## src/rtl/sbq_pkg.sv

```systemverilog
package sbq_pkg;

    localparam int SAMPLE_W   = 24;
    localparam int WORD_W     = 32;
    localparam int PROD_W     = SAMPLE_W + WORD_W;
    localparam int ACC_W      = 60;
    localparam int FRAC_SHIFT = 22;
    localparam int Q_W        = ACC_W - FRAC_SHIFT;
    localparam int CFG_IDX_W  = 3;
    localparam int CFG_DATA_W = 24;

    typedef logic signed [SAMPLE_W-1:0] t_sample;
    typedef logic signed [WORD_W-1:0]   t_word;
    typedef logic signed [PROD_W-1:0]   t_prod;
    typedef logic signed [ACC_W-1:0]    t_acc;
    typedef logic signed [Q_W-1:0]      t_q;

    localparam t_acc    ROUND_HALF = t_acc'(1) <<< (FRAC_SHIFT - 1);
    localparam t_word   WORD_MAX   = {1'b0, {(WORD_W-1){1'b1}}};
    localparam t_word   WORD_MIN   = {1'b1, {(WORD_W-1){1'b0}}};
    localparam t_sample SAMPLE_MAX = {1'b0, {(SAMPLE_W-1){1'b1}}};
    localparam t_sample SAMPLE_MIN = {1'b1, {(SAMPLE_W-1){1'b0}}};

    typedef enum logic [CFG_IDX_W-1:0] {
        REG_B0     = 3'd0,
        REG_B1     = 3'd1,
        REG_B2     = 3'd2,
        REG_A1     = 3'd3,
        REG_A2     = 3'd4,
        REG_BYPASS = 3'd5
    } t_reg_idx;

    typedef enum logic [2:0] {
        MS_A1W1,
        MS_A2W2,
        MS_B1W1,
        MS_B2W2,
        MS_B0W
    } t_mul_sel;

    typedef enum logic [2:0] {
        ACC_HOLD,
        ACC_SUB,
        ACC_ADD,
        ACC_LOAD_P
    } t_acc_op;

    typedef enum logic [3:0] {
        S_IDLE,
        S_RD1,
        S_RD2,
        S_M1,
        S_M2,
        S_M3,
        S_W,
        S_M4,
        S_M5,
        S_Y
    } t_state;

    typedef struct packed {
        logic     capture;
        logic     rd_en;
        logic     rd_word;
        logic     ld_w1;
        logic     ld_w2;
        logic     mul_en;
        t_mul_sel mul_sel;
        t_acc_op  acc_op;
        logic     fin_w;
        logic     wr_en;
        logic     wr_word;
        logic     load_out;
    } t_cmd;

    typedef struct packed {
        logic bypass;
    } t_status;

endpackage

```

## src/rtl/sbq_in_if.sv

```systemverilog
interface sbq_in_if import sbq_pkg::*; ();
    logic    valid;
    logic    ready;
    t_sample sample_in;
    logic    channel;

    modport source (output valid, output sample_in, output channel, input ready);
    modport sink   (input valid, input sample_in, input channel, output ready);
endinterface

```

## src/rtl/sbq_out_if.sv

```systemverilog
interface sbq_out_if import sbq_pkg::*; ();
    logic    valid;
    logic    ready;
    t_sample filtered_sample;
    logic    clipped;

    modport source (output valid, output filtered_sample, output clipped, input ready);
    modport sink   (input valid, input filtered_sample, input clipped, output ready);
endinterface

```

## src/rtl/stereo_biquad_df2_filter.sv

```systemverilog
// Stereo direct form II biquad. Each input transaction carries a Q1.23 sample and a
// channel select; each yields one output transaction with the saturated Q1.23 result
// and a clip flag. One shared 24x32 multiplier and a 60-bit accumulator run five
// multiply-accumulate steps per sample before a filtered sample is loaded into the output
// register; the load waits while an earlier result is unread. The next sample is
// accepted no earlier than the cycle after the load; in bypass no steps are run. The
// per-channel delay words are read and written through a small memory with one read
// and one write port, which sets the schedule's ends. A finished result waits in the
// output register while the next input is accepted. Coefficients and bypass must be
// written through the configuration port only while idle; the block does not enforce it.
module stereo_biquad_df2_filter import sbq_pkg::*; (
    input  logic                  i_clk,
    input  logic                  i_rst_n,
    sbq_in_if.sink                i_in,
    sbq_out_if.source             o_out,
    input  logic                  i_cfg_we,
    input  logic [CFG_IDX_W-1:0]  i_cfg_idx,
    input  logic [CFG_DATA_W-1:0] i_cfg_data
);

    t_cmd    cmd;
    t_status status;
    logic    in_ready;
    logic    out_valid;
    t_sample out_sample;
    logic    out_clip;

    sbq_ctrl u_ctrl (
        .i_clk       (i_clk),
        .i_rst_n     (i_rst_n),
        .i_in_valid  (i_in.valid),
        .o_in_ready  (in_ready),
        .o_out_valid (out_valid),
        .i_out_ready (o_out.ready),
        .i_status    (status),
        .o_cmd       (cmd)
    );

    sbq_dp u_dp (
        .i_clk             (i_clk),
        .i_rst_n           (i_rst_n),
        .i_cfg_we          (i_cfg_we),
        .i_cfg_idx         (i_cfg_idx),
        .i_cfg_data        (i_cfg_data),
        .i_sample          (i_in.sample_in),
        .i_channel         (i_in.channel),
        .i_cmd             (cmd),
        .o_status          (status),
        .o_filtered_sample (out_sample),
        .o_clipped         (out_clip)
    );

    assign i_in.ready            = in_ready;
    assign o_out.valid           = out_valid;
    assign o_out.filtered_sample = out_sample;
    assign o_out.clipped         = out_clip;

endmodule

```

## src/rtl/sbq_ctrl.sv

```systemverilog
module sbq_ctrl import sbq_pkg::*; (
    input  logic    i_clk,
    input  logic    i_rst_n,
    input  logic    i_in_valid,
    output logic    o_in_ready,
    output logic    o_out_valid,
    input  logic    i_out_ready,
    input  t_status i_status,
    output t_cmd    o_cmd
);

    t_state r_state, n_state;
    logic   r_out_vld, n_out_vld;
    logic   in_acc;

    always_ff @(posedge i_clk) begin
        if (!i_rst_n) begin
            r_state   <= S_IDLE;
            r_out_vld <= 1'b0;
        end else begin
            r_state   <= n_state;
            r_out_vld <= n_out_vld;
        end
    end

    assign o_in_ready  = (r_state == S_IDLE);
    assign o_out_valid = r_out_vld;
    assign in_acc      = i_in_valid && o_in_ready;

    always_comb begin
        n_state        = r_state;
        o_cmd          = '0;
        o_cmd.mul_sel  = MS_A1W1;
        o_cmd.acc_op   = ACC_HOLD;
        case (r_state)
            S_IDLE: begin
                if (in_acc) begin
                    o_cmd.capture = 1'b1;
                    n_state = i_status.bypass ? S_Y : S_RD1;
                end
            end
            S_RD1: begin
                o_cmd.rd_en   = 1'b1;
                o_cmd.rd_word = 1'b0;
                n_state = S_RD2;
            end
            S_RD2: begin
                o_cmd.ld_w1   = 1'b1;
                o_cmd.rd_en   = 1'b1;
                o_cmd.rd_word = 1'b1;
                n_state = S_M1;
            end
            S_M1: begin
                o_cmd.ld_w2   = 1'b1;
                o_cmd.mul_en  = 1'b1;
                o_cmd.mul_sel = MS_A1W1;
                n_state = S_M2;
            end
            S_M2: begin
                o_cmd.acc_op  = ACC_SUB;
                o_cmd.mul_en  = 1'b1;
                o_cmd.mul_sel = MS_A2W2;
                n_state = S_M3;
            end
            S_M3: begin
                o_cmd.acc_op  = ACC_SUB;
                o_cmd.mul_en  = 1'b1;
                o_cmd.mul_sel = MS_B1W1;
                n_state = S_W;
            end
            S_W: begin
                o_cmd.fin_w   = 1'b1;
                o_cmd.acc_op  = ACC_LOAD_P;
                o_cmd.mul_en  = 1'b1;
                o_cmd.mul_sel = MS_B2W2;
                n_state = S_M4;
            end
            S_M4: begin
                o_cmd.acc_op  = ACC_ADD;
                o_cmd.mul_en  = 1'b1;
                o_cmd.mul_sel = MS_B0W;
                o_cmd.wr_en   = 1'b1;
                o_cmd.wr_word = 1'b1;
                n_state = S_M5;
            end
            S_M5: begin
                o_cmd.acc_op  = ACC_ADD;
                o_cmd.wr_en   = 1'b1;
                o_cmd.wr_word = 1'b0;
                n_state = S_Y;
            end
            S_Y: begin
                if (!r_out_vld || i_out_ready) begin
                    o_cmd.load_out = 1'b1;
                    n_state = S_IDLE;
                end
            end
            default: n_state = S_IDLE;
        endcase
    end

    always_comb begin
        n_out_vld = r_out_vld;
        if (o_cmd.load_out) begin
            n_out_vld = 1'b1;
        end else if (i_out_ready) begin
            n_out_vld = 1'b0;
        end
    end

    // filter path takes a fixed schedule to the result stage
    a_filter_latency: assert property (@(posedge i_clk) disable iff (!i_rst_n)
        in_acc && !i_status.bypass |-> ##9 (r_state == S_Y))
        else $error("filter schedule broken");

    a_load_sets_valid: assert property (@(posedge i_clk) disable iff (!i_rst_n)
        o_cmd.load_out |=> r_out_vld && (r_state == S_IDLE))
        else $error("result load did not raise valid");

    a_no_overwrite: assert property (@(posedge i_clk) disable iff (!i_rst_n)
        r_out_vld && !i_out_ready |-> !o_cmd.load_out)
        else $error("pending result overwritten");

endmodule

```

## src/rtl/sbq_dp.sv

```systemverilog
module sbq_dp import sbq_pkg::*; (
    input  logic                  i_clk,
    input  logic                  i_rst_n,
    input  logic                  i_cfg_we,
    input  logic [CFG_IDX_W-1:0]  i_cfg_idx,
    input  logic [CFG_DATA_W-1:0] i_cfg_data,
    input  t_sample               i_sample,
    input  logic                  i_channel,
    input  t_cmd                  i_cmd,
    output t_status               o_status,
    output t_sample               o_filtered_sample,
    output logic                  o_clipped
);

    t_sample r_b0, r_b1, r_b2, r_a1, r_a2;
    logic    r_bypass;

    t_sample r_x;
    logic    r_ch;
    logic    r_byp;
    logic    r_clip;
    t_word   r_w1, r_w2, r_w;
    t_word   r_rdata;
    t_prod   r_prod;
    t_acc    r_acc;
    t_sample r_out_sample;
    logic    r_out_clip;

    t_word   r_mem [4];
    logic    [3:0] r_vld;

    t_sample coef;
    t_word   oper;
    t_acc    rnd;
    t_q      q;
    logic    ovf32, ovf24;
    t_word   w_sat;
    t_sample y_sat;
    logic [1:0] rd_addr, wr_addr;
    t_word   wr_data;

    always_ff @(posedge i_clk) begin
        if (!i_rst_n) begin
            r_b0     <= '0;
            r_b1     <= '0;
            r_b2     <= '0;
            r_a1     <= '0;
            r_a2     <= '0;
            r_bypass <= 1'b1;
        end else if (i_cfg_we) begin
            case (i_cfg_idx)
                REG_B0:     r_b0     <= i_cfg_data;
                REG_B1:     r_b1     <= i_cfg_data;
                REG_B2:     r_b2     <= i_cfg_data;
                REG_A1:     r_a1     <= i_cfg_data;
                REG_A2:     r_a2     <= i_cfg_data;
                REG_BYPASS: r_bypass <= i_cfg_data[0];
                default: ;
            endcase
        end
    end

    assign o_status.bypass = r_bypass;

    // delay store: valid bits stand in for the cleared state
    assign rd_addr = {r_ch, i_cmd.rd_word};
    assign wr_addr = {r_ch, i_cmd.wr_word};
    assign wr_data = i_cmd.wr_word ? r_w1 : r_w;

    always_ff @(posedge i_clk) begin
        if (i_cmd.wr_en) begin
            r_mem[wr_addr] <= wr_data;
        end
        if (i_cmd.rd_en) begin
            r_rdata <= r_vld[rd_addr] ? r_mem[rd_addr] : '0;
        end
    end

    always_ff @(posedge i_clk) begin
        if (!i_rst_n) begin
            r_vld <= '0;
        end else if (i_cmd.wr_en) begin
            r_vld[wr_addr] <= 1'b1;
        end
    end

    always_comb begin
        case (i_cmd.mul_sel)
            MS_A1W1: begin coef = r_a1; oper = r_w1; end
            MS_A2W2: begin coef = r_a2; oper = r_w2; end
            MS_B1W1: begin coef = r_b1; oper = r_w1; end
            MS_B2W2: begin coef = r_b2; oper = r_w2; end
            MS_B0W:  begin coef = r_b0; oper = r_w;  end
            default: begin coef = r_b0; oper = r_w;  end
        endcase
    end

    // round half up, dropping 22 fraction bits, then saturate
    assign rnd   = r_acc + ROUND_HALF;
    assign q     = rnd[ACC_W-1:FRAC_SHIFT];
    assign ovf32 = (q[Q_W-1:WORD_W-1] != {(Q_W-WORD_W+1){q[WORD_W-1]}});
    assign ovf24 = (q[Q_W-1:SAMPLE_W-1] != {(Q_W-SAMPLE_W+1){q[SAMPLE_W-1]}});
    assign w_sat = ovf32 ? (q[Q_W-1] ? WORD_MIN : WORD_MAX) : q[WORD_W-1:0];
    assign y_sat = ovf24 ? (q[Q_W-1] ? SAMPLE_MIN : SAMPLE_MAX) : q[SAMPLE_W-1:0];

    always_ff @(posedge i_clk) begin
        if (i_cmd.capture) begin
            r_x    <= i_sample;
            r_ch   <= i_channel;
            r_byp  <= r_bypass;
            r_clip <= 1'b0;
            r_acc  <= t_acc'(i_sample) <<< FRAC_SHIFT;
        end else begin
            case (i_cmd.acc_op)
                ACC_SUB:    r_acc <= r_acc - t_acc'(r_prod);
                ACC_ADD:    r_acc <= r_acc + t_acc'(r_prod);
                ACC_LOAD_P: r_acc <= t_acc'(r_prod);
                default:    r_acc <= r_acc;
            endcase
        end
        if (i_cmd.ld_w1) begin
            r_w1 <= r_rdata;
        end
        if (i_cmd.ld_w2) begin
            r_w2 <= r_rdata;
        end
        if (i_cmd.mul_en) begin
            r_prod <= t_prod'(coef) * t_prod'(oper);
        end
        if (i_cmd.fin_w) begin
            r_w    <= w_sat;
            r_clip <= r_clip | ovf32;
        end
        if (i_cmd.load_out) begin
            r_out_sample <= r_byp ? r_x : y_sat;
            r_out_clip   <= r_byp ? 1'b0 : (r_clip | ovf24);
        end
    end

    assign o_filtered_sample = r_out_sample;
    assign o_clipped         = r_out_clip;

    a_bypass_keeps_state: assert property (@(posedge i_clk) disable iff (!i_rst_n)
        i_cmd.wr_en |-> !r_byp)
        else $error("delay word written in bypass");

    a_bypass_passthrough: assert property (@(posedge i_clk) disable iff (!i_rst_n)
        i_cmd.load_out && r_byp |=> (o_filtered_sample == $past(r_x)) && !o_clipped)
        else $error("bypass result differs from input");

endmodule

```

## src/flat_wrapper.sv

```systemverilog
// flat-port wrapper written by rule: the top's interface ports become plain ports
module stereo_biquad_df2_filter_flat import sbq_pkg::*;
  (i_clk, i_rst_n, i_cfg_we, i_cfg_idx, i_cfg_data, i_in_valid, i_in_sample_in, i_in_channel, i_in_ready, o_out_valid, o_out_filtered_sample, o_out_clipped, o_out_ready);
  sbq_in_if i_in_i ();
  sbq_out_if o_out_i ();
  input  logic i_clk;
  input  logic i_rst_n;
  input  logic i_cfg_we;
  input  logic [CFG_IDX_W-1:0] i_cfg_idx;
  input  logic [CFG_DATA_W-1:0] i_cfg_data;
  input wire logic [$bits(i_in_i.valid)-1:0] i_in_valid;
  input wire logic [$bits(i_in_i.sample_in)-1:0] i_in_sample_in;
  input wire logic [$bits(i_in_i.channel)-1:0] i_in_channel;
  output wire logic [$bits(i_in_i.ready)-1:0] i_in_ready;
  output wire logic [$bits(o_out_i.valid)-1:0] o_out_valid;
  output wire logic [$bits(o_out_i.filtered_sample)-1:0] o_out_filtered_sample;
  output wire logic [$bits(o_out_i.clipped)-1:0] o_out_clipped;
  input wire logic [$bits(o_out_i.ready)-1:0] o_out_ready;
  assign i_in_i.valid = i_in_valid;
  assign i_in_i.sample_in = i_in_sample_in;
  assign i_in_i.channel = i_in_channel;
  assign i_in_ready = i_in_i.ready;
  assign o_out_valid = o_out_i.valid;
  assign o_out_filtered_sample = o_out_i.filtered_sample;
  assign o_out_clipped = o_out_i.clipped;
  assign o_out_i.ready = o_out_ready;
  stereo_biquad_df2_filter u_core (.i_clk(i_clk), .i_rst_n(i_rst_n), .i_in(i_in_i), .o_out(o_out_i), .i_cfg_we(i_cfg_we), .i_cfg_idx(i_cfg_idx), .i_cfg_data(i_cfg_data));
endmodule
```

## config.mk

```make
export PLATFORM = sky130hd
export DESIGN_NAME = stereo_biquad_df2_filter_flat
export DESIGN_NICKNAME = d
export VERILOG_FILES = /design/src/rtl/sbq_pkg.sv /design/src/rtl/sbq_in_if.sv /design/src/rtl/sbq_out_if.sv /design/src/rtl/stereo_biquad_df2_filter.sv /design/src/rtl/sbq_ctrl.sv /design/src/rtl/sbq_dp.sv /design/src/flat_wrapper.sv
export SDC_FILE = /design/constraint.sdc
export NUM_CORES = 2
export LEC_CHECK = 0
export BUFFER_PORTS_ARGS = -buffer_cell sky130_fd_sc_hd__clkbuf_2
export CAP_MARGIN = 40
export CORE_ASPECT_RATIO = 0.9
export CORE_MARGIN = 2
export CORE_UTILIZATION = 66
export DETAILED_ROUTE_END_ITERATION = 7
export GPL_TIMING_DRIVEN = 0
export PLACE_DENSITY = 0.84
export SYNTH_ARGS = -nofsm -noshare
export SYNTH_HDL_FRONTEND = slang
export SYNTH_SLANG_ARGS = --single-unit
```

## constraint.sdc

```tcl
create_clock -name i_clk -period 9.97 [get_ports i_clk]
set_clock_uncertainty 0.1 [all_clocks]
set_input_delay 1.4955 -clock i_clk [delete_from_list [all_inputs] [get_ports i_clk]]
set_output_delay 1.4955 -clock i_clk [all_outputs]
set_load 0.01 [all_outputs]
```

# Yosys cells after proc, flatten, opt, wreduce, memory -nomap -nowiden
# Memory sizes are Yosys's and may differ from the RTL's. A register that Yosys moved wholly into a read port is not among the register bits.
# Index checks and enable logic that the tools add are counted.
[totals]
in_bits = 57
n_memories = 1
reg_bits = 394
mem_bits_rw = 128
out_inout_bits = 27
[op_classes]
order_cmp = 3
multipliers = 1
reduce_logical = 23
muxes = 35
addsub = 3
bitwise_logic = 3
eq_ne = 24
[memory_table]
columns = ["memory", "words", "word_bits", "read_ports", "rd_ports_with_merged_regs", "wr", "line_no", "text"]
rows = [
  ["u_core.u_dp.r_mem", 4, 32, 1, 1, 1, "sbq_dp.sv:29", "t_word r_mem [4];"],
]
[op_table]
columns = ["op", "count"]
rows = [
  ["case mux 60 bit (3 select lines)", 1],
  ["2-to-1 mux 32 bit", 3],
  ["case mux 24 bit (4 select lines)", 1],
  ["2-to-1 mux 24 bit", 3],
  ["case mux 32 bit (2 select lines)", 1],
  ["adder 60 x 23 -> 60 bit (second input constant)", 1],
  ["adder 60 x 56 -> 60 bit", 1],
  ["2-to-1 mux 60 bit", 1],
  ["subtractor 60 x 56 -> 60 bit", 1],
  ["multiplier 24 x 32 -> 56 bit", 1],
  ["case mux 4 bit (10 select lines)", 1],
  ["case mux 4 bit (5 select lines)", 1],
  ["equality test 3 x 2 -> 1 bit (second input constant)", 6],
  ["equality test 4 x 3 -> 1 bit (second input constant)", 4],
  ["2-to-1 mux 1 bit", 15],
  ["inequality test 14 bit", 1],
  ["AND reduction 2 bit", 7],
  ["2-to-1 mux 4 bit", 3],
  ["equality test 3 x 1 -> 1 bit (second input constant)", 3],
  ["equality test 4 x 2 -> 1 bit (second input constant)", 2],
  ["equality test 4 bit (second input constant)", 2],
  ["case mux 2 bit (2 select lines)", 2],
  ["OR reduction 2 bit", 4],
  ["equality test 3 bit (second input constant)", 2],
  ["other kinds (19)", 25],
]

# Logic depth before layout (Yosys ltp)
[depth]
depth_word = 7
mapped_depth = 35

# Cells and area by module
# A second synthesis with hierarchy kept.
[hier_totals]
cells_unflattened = 5403
hier_area_um2 = 54015.6
[by_module_without_submodules]
columns = ["mod", "area_each_um2", "n_inst", "cells_each", "seq_area_each_um2"]
rows = [
  ["sbq_dp", 53623.9, 1, 5352, 15014.4],
  ["sbq_ctrl", 391.6, 1, 51, 100.1],
]

# Least setup slack after synthesis
# No wires, ideal clock.
[synth_timing]
path_kind = "register to register"
start = "register u_core.u_ctrl.r_state[1]"
end = "register u_core.u_dp.r_prod[55], data pin"
period_less_slack_ns = 8.500
t_arrival_ns = 8.140
setup_slack_ns = 1.470
n_path_buf = 6
t_required_ns = 9.610
stages_incl_launch_ff = 31
path_cell_list = "dfxtp_1 clkbuf_1 buf_1 clkbuf_1 clkbuf_1 o21ai_0 a21oi_1 clkbuf_1 nand2_1 fa_1 fa_1 fa_1 fa_1 inv_1 fa_1 fa_1 inv_1 fa_1 inv_1 ha_1 clkbuf_1 nand4_1 inv_1 nand4_1 a2111oi_0 o21ai_0 a21oi_1 nand4_1 nand3_1 a21oi_1 xnor2_1"
[synth_via]
elab_chain_cells = 6
[synth_rtl]
columns = ["element", "line_no", "text"]
rows = [
  ["start, declared", "sbq_ctrl.sv:12", "t_state r_state, n_state;"],
  ["start signal, assigned", "sbq_ctrl.sv:21", "r_state <= n_state;"],
  ["equality test 4 x 3 -> 1 bit / equality test 4 x 2 -> 1 bit (equally long branches)", "sbq_ctrl.sv:35", "case (r_state)"],
  ["case mux 4 bit (5 select lines) (*)", "sbq_ctrl.sv:35", ""],
  ["equality test 3 x 2 -> 1 bit (tied with other cells)", "sbq_dp.sv:88", "case (i_cmd.mul_sel)"],
  ["OR reduction 2 bit (no line)", "--", ""],
  ["case mux 32 bit (2 select lines)", "sbq_dp.sv:88", ""],
  ["multiplier 24 x 32 -> 56 bit (*)", "sbq_dp.sv:128", "r_prod <= t_prod'(coef) * t_prod'(oper);"],
  ["end signal, assigned", "sbq_dp.sv:128", ""],
  ["end, declared", "sbq_dp.sv:24", "t_prod r_prod;"],
]
# Every way passes the cells marked *; elsewhere a longest branch is shown, timed or not.
# A chain may end at the register's enable or synchronous reset.

# Worst setup path in the final report
[layout_timing]
start = "register u_core.u_ctrl.r_state[1]"
end = "register u_core.u_dp.r_prod[43], data pin"
# The elaborated chain is that of the path after synthesis.

==> flow_metrics.py <==
metrics = {
    "sta": {
        "fmaxAchievable_ghz": 0.100,
        "hold_viol": 0,
        "tightestPinTransition_ns": 1.05,
        "holdWs_ns": 0.348,
        "finalCriticalPeriod_ns": 9.99,
        "max_slew_margin_pct": 28.2,
        "fin_crit_sh_pct": 100,
        "drv_slew": 0,
        "setup_violations": 1,
        "setup_ws_ns": -0.0164,
    },
    "synth": {
        "syn_area_sq_mm": 0.0544,
        "ys_types": 82,
        "synthTopCellsByArea": "fa_1, edfxtp_1, nand2_1",
        "synth_top_area_cell": "fa_1",
        "synth_edf_count": 402,
        "synth_warnings": 0,
        "synthArstFlopShare_pct": 0,
        "synth_cells": 5726,
        "synth_fp_nets": 6778,
        "synthFlopType": "edfxtp_1",
        "synth-seq-area-share_pct": 27.8,
        "synth_top_area_share_pct": 28.8,
        "syn_area_per_cell_sq_um": 9.50,
        "ys_ff_latch": 554,
    },
    "clocking": {
        "ctsHoldBuffers": 0,
        "cts-root-buf": "clkbuf_16",
        "clk_path_buf_depth": 3,
        "cts.htree.levels": 2,
        "cts_num_sinks": 554,
        "cts-buffers-inserted": 50,
        "clock_latency_ns": 0.62,
        "clkTransAtPathRegs_ns": 0.07,
        "cts_tree": "done",
    },
    "power": {
        "leakagePower_uw": 0.0258,
        "power_density_mw_per_mm2": 167,
        "ir_drop_v": 0.000143,
    },
    "cells_and_area": {
        "multi_input_area_sq_mm": 0.0352,
        "instances_no_fill": 7029,
        "regArea_sq_mm": 0.0151,
        "stdcell_area_sq_mm": 0.0593,
        "final_core_utilization_pct": 72.8,
        "nets": 6975,
        "n_fill_cell": 5723,
        "layout-drive-gt1-share_pct": 8.64,
        "area_growth_pct": 8.96,
    },
    "worst_hold_path": {
        "hold_path_end": "u_core.u_dp.r_w1[29]",
        "hold_start": "u_core.u_dp.r_rdata[29]",
        "min_path_cells": 0,
        "hp-class": "flop to flop",
    },
    "floorplan": {
        "io_pins": 84,
        "row_count": 99,
        "coreArea_sq_mm": 0.0814,
        "die_w_um": 307,
        "dieArea_sq_mm": 0.0848,
        "die_h_um": 276,
        "floorplan.initialDensity_pct": 66.9,
    },
    "setup_path": {
        "cp_max_fo": 10,
        "r2r-start": "u_core.u_ctrl.r_state[1]",
        "r2r_cells": 30,
        "r2r_slack_ns": -0.02,
        "r2r-end": "u_core.u_dp.r_prod[43]",
        "slowest_stage": "fa_1",
        "required_ns": 10.21,
        "crit_top_cell": "fa_1",
        "critPathCaptureType": "flop",
        "critical-path-max-stage-delay_ns": 0.57,
        "start_kind": "flop",
        "crit_type": "flop to flop",
        "critPathArrivalTime_ns": 10.22,
    },
    "grt": {
        "grt_max_degree": 36,
        "grtUsageTotal_pct": 44.3,
        "grt.overflow.total": 0,
        "first_global_vias": 46100,
        "antenna_found_initial": 5,
        "grt_pass1_wl_um": 277000,
    },
    "placed_design": {
        "placed_area_sq_mm": 0.0571,
        "gp_routability_congestion": 1.12,
        "place_hpwl_um": 148000,
        "io_buffers": 81,
        "dpl.cell_count": 6945,
    },
    "route": {
        "drtAntennaViolNets": 0,
        "viasPerCell": 6.53,
        "routed_wl_um": 187000,
        "dr.pass1.iters": 8,
        "dr.first_iter.drc_count": 6633,
        "post_drt_wl_per_cell_um": 26.6,
        "drc_errors": 0,
        "vias": 45900,
    },
    "status": {
        "violations": "setup timing",
        "status": "complete, but fails checks",
    },
    "job": {
        "drv_cap": 0,
    },
}
## final cells by class
class | instances | area share (%)
flip-flops and latches | 554 | 25.5
plain buffers | 289 | 2.16
clock buffers | 64 | 2.37
well taps | 1060 | 2.24
inverters | 850 | 5.41
diodes | 7 | 0.0295
clock inverters | 27 | 0.513
multi-input cells | 4012 | 59.5
repair buffers | 166 | 2.33
## worst max path at each step
stage | cells after the start | endpoint | startpoint | slack, ns
after global routing | 31 | u_core.u_dp.r_prod[55] | u_core.u_ctrl.r_state[2] | -0.01
after global placement | 29 | u_core.u_dp.r_prod[55] | u_core.u_ctrl.r_state[1] | -4.08
final | 30 | u_core.u_dp.r_prod[43] | u_core.u_ctrl.r_state[1] | -0.02
after detailed placement | 30 | u_core.u_dp.r_prod[54] | u_core.u_ctrl.r_state[1] | -2.05
after CTS | 31 | u_core.u_dp.r_prod[43] | u_core.u_ctrl.r_state[0] | 0.003
after floorplan | 30 | u_core.u_dp.r_prod[55] | u_core.u_ctrl.r_state[1] | 1.47
## worst max-delay path, delay by kind of cell, from the launching register on
| family | cells | cell delay [ns] |
|---|---|---|
| adders and majority gates | 8 | 3.92 |
| AOI/OAI and AO/OA | 8 | 2.26 |
| buffers and inverters | 10 | 2.18 |
| and+or+nand+nor | 3 | 0.60 |
| DFF | 1 | 0.50 |
| xor gates and xnor gates | 1 | 0.15 |
## placed cells by master (no fill, tap or decap), types with 18 or more instances in the layout
master     count
mux4_2        34
xnor2_1      134
buf_4         36
a21oi_2       21
inv_1        847
a21o_1        75
o21bai_1      20
dfxtp_1      150
nand4_1       47
nor3_1        31
clkbuf_1     170
nor2b_1       64
nand2b_1      50
a2bb2oi_1     23
buf_6         30
a21boi_0     128
fa_1         784
nand2_1      884
nor2_1       554
o21ai_0      157
clkbuf_2     163
and3_1        24
edfxtp_1     402
a211oi_1      33
o21a_1        18
and2_1        40
o22ai_1       35
clkbuf_16     51
xor2_1        66
nand3_1       66
a31oi_1       20
buf_2         24
ha_1         210
a21oi_1      240
## routing by layer
metal	GRT usage, %	vias to the layer above	part of all wire, %
met5	0	-	0.033
met4	30.2	8	8.8
met3	17.6	1053	16
met2	63.8	3875	42
met1	55.0	22100	33
li1	-	18800	-
## sequential cells by signal (all words and copies together) (netlist names), 4 cells and up
name	flops
u_core.u_dp.r_mem	128
u_core.u_dp.r_acc	60
u_core.u_dp.r_prod	56
u_core.u_dp.r_rdata	32
u_core.u_dp.r_w1	32
u_core.u_dp.r_w2	32
u_core.u_dp.r_w	32
u_core.u_dp.o_filtered_sample	24
u_core.u_dp.r_a1	24
u_core.u_dp.r_a2	24
u_core.u_dp.r_b0	24
u_core.u_dp.r_b1	24
u_core.u_dp.r_b2	24
u_core.u_dp.r_x	24
u_core.u_ctrl.r_state	4
u_core.u_dp.r_vld	4
## report_power, final
part | total (uW) | switching (uW) | leakage (uW) | internal (uW)
Clock | 2060 | 924 | 0.000838 | 1130
Sequential | 3110 | 256 | 0.00493 | 2860
Combinational | 4700 | 3060 | 0.0200 | 1640
Total | 9870 | 4240 | 0.0258 | 5630
## what timing repair did
action,CTS,global route
endpoints found under the setup margin,35,23
pin swaps,0,4
resized for setup,125,96
setup buffers,1,1
## synthesized netlist by cell type (8+ instances only)
library cell and instances:
or3_1 10, xor2_1 66, mux2_2 11, xnor2_1 134
nor2b_1 65, and2_1 40, nand4_1 47, nor4_1 13
o22ai_1 36, a21o_1 83, and4_1 10, mux2i_1 18
and3_1 24, a21boi_0 128, dfxtp_1 152, o21ai_1 8
a2bb2oi_1 23, o211ai_1 16, a21oi_1 266, or4_1 8
inv_1 847, a22oi_1 11, fa_1 784, nor3_1 34
a31oi_1 21, or2_2 8, o31ai_1 20, ha_1 211
a211oi_1 34, nor2_1 559, a221oi_1 15, nand3_1 67
o21ai_0 159, edfxtp_1 402, nand2b_1 50, nand2_1 886
o21a_1 20, clkbuf_1 283, mux4_2 34, buf_1 18
o21bai_1 20
## per-stage QoR
step	TNS, ns	setup slack [ns]	power, uW
floorplan	0	1.47	6100
global placement	-78.72	-4.08	7410
detailed placement	-40.45	-2.05	7560
CTS	0	0.00302	9620
global route	-0.0144	-0.0144	10300
finish	-0.0164	-0.0164	9870
## kinds of logic after synthesis
group                    after synthesis  synth area share, %
XOR/XNOR                             201                 3.27
buffers and inverters               1160                 8.08
adder cells (fa/ha/maj)              995                 33.7
AO/OA/AOI/OAI                        908                 10.6
multiplexers                          64                 1.99
flip-flops                           554                 27.8
AND/OR/NAND/NOR                     1844                 14.5
Power figures use the tool's default switching activity.
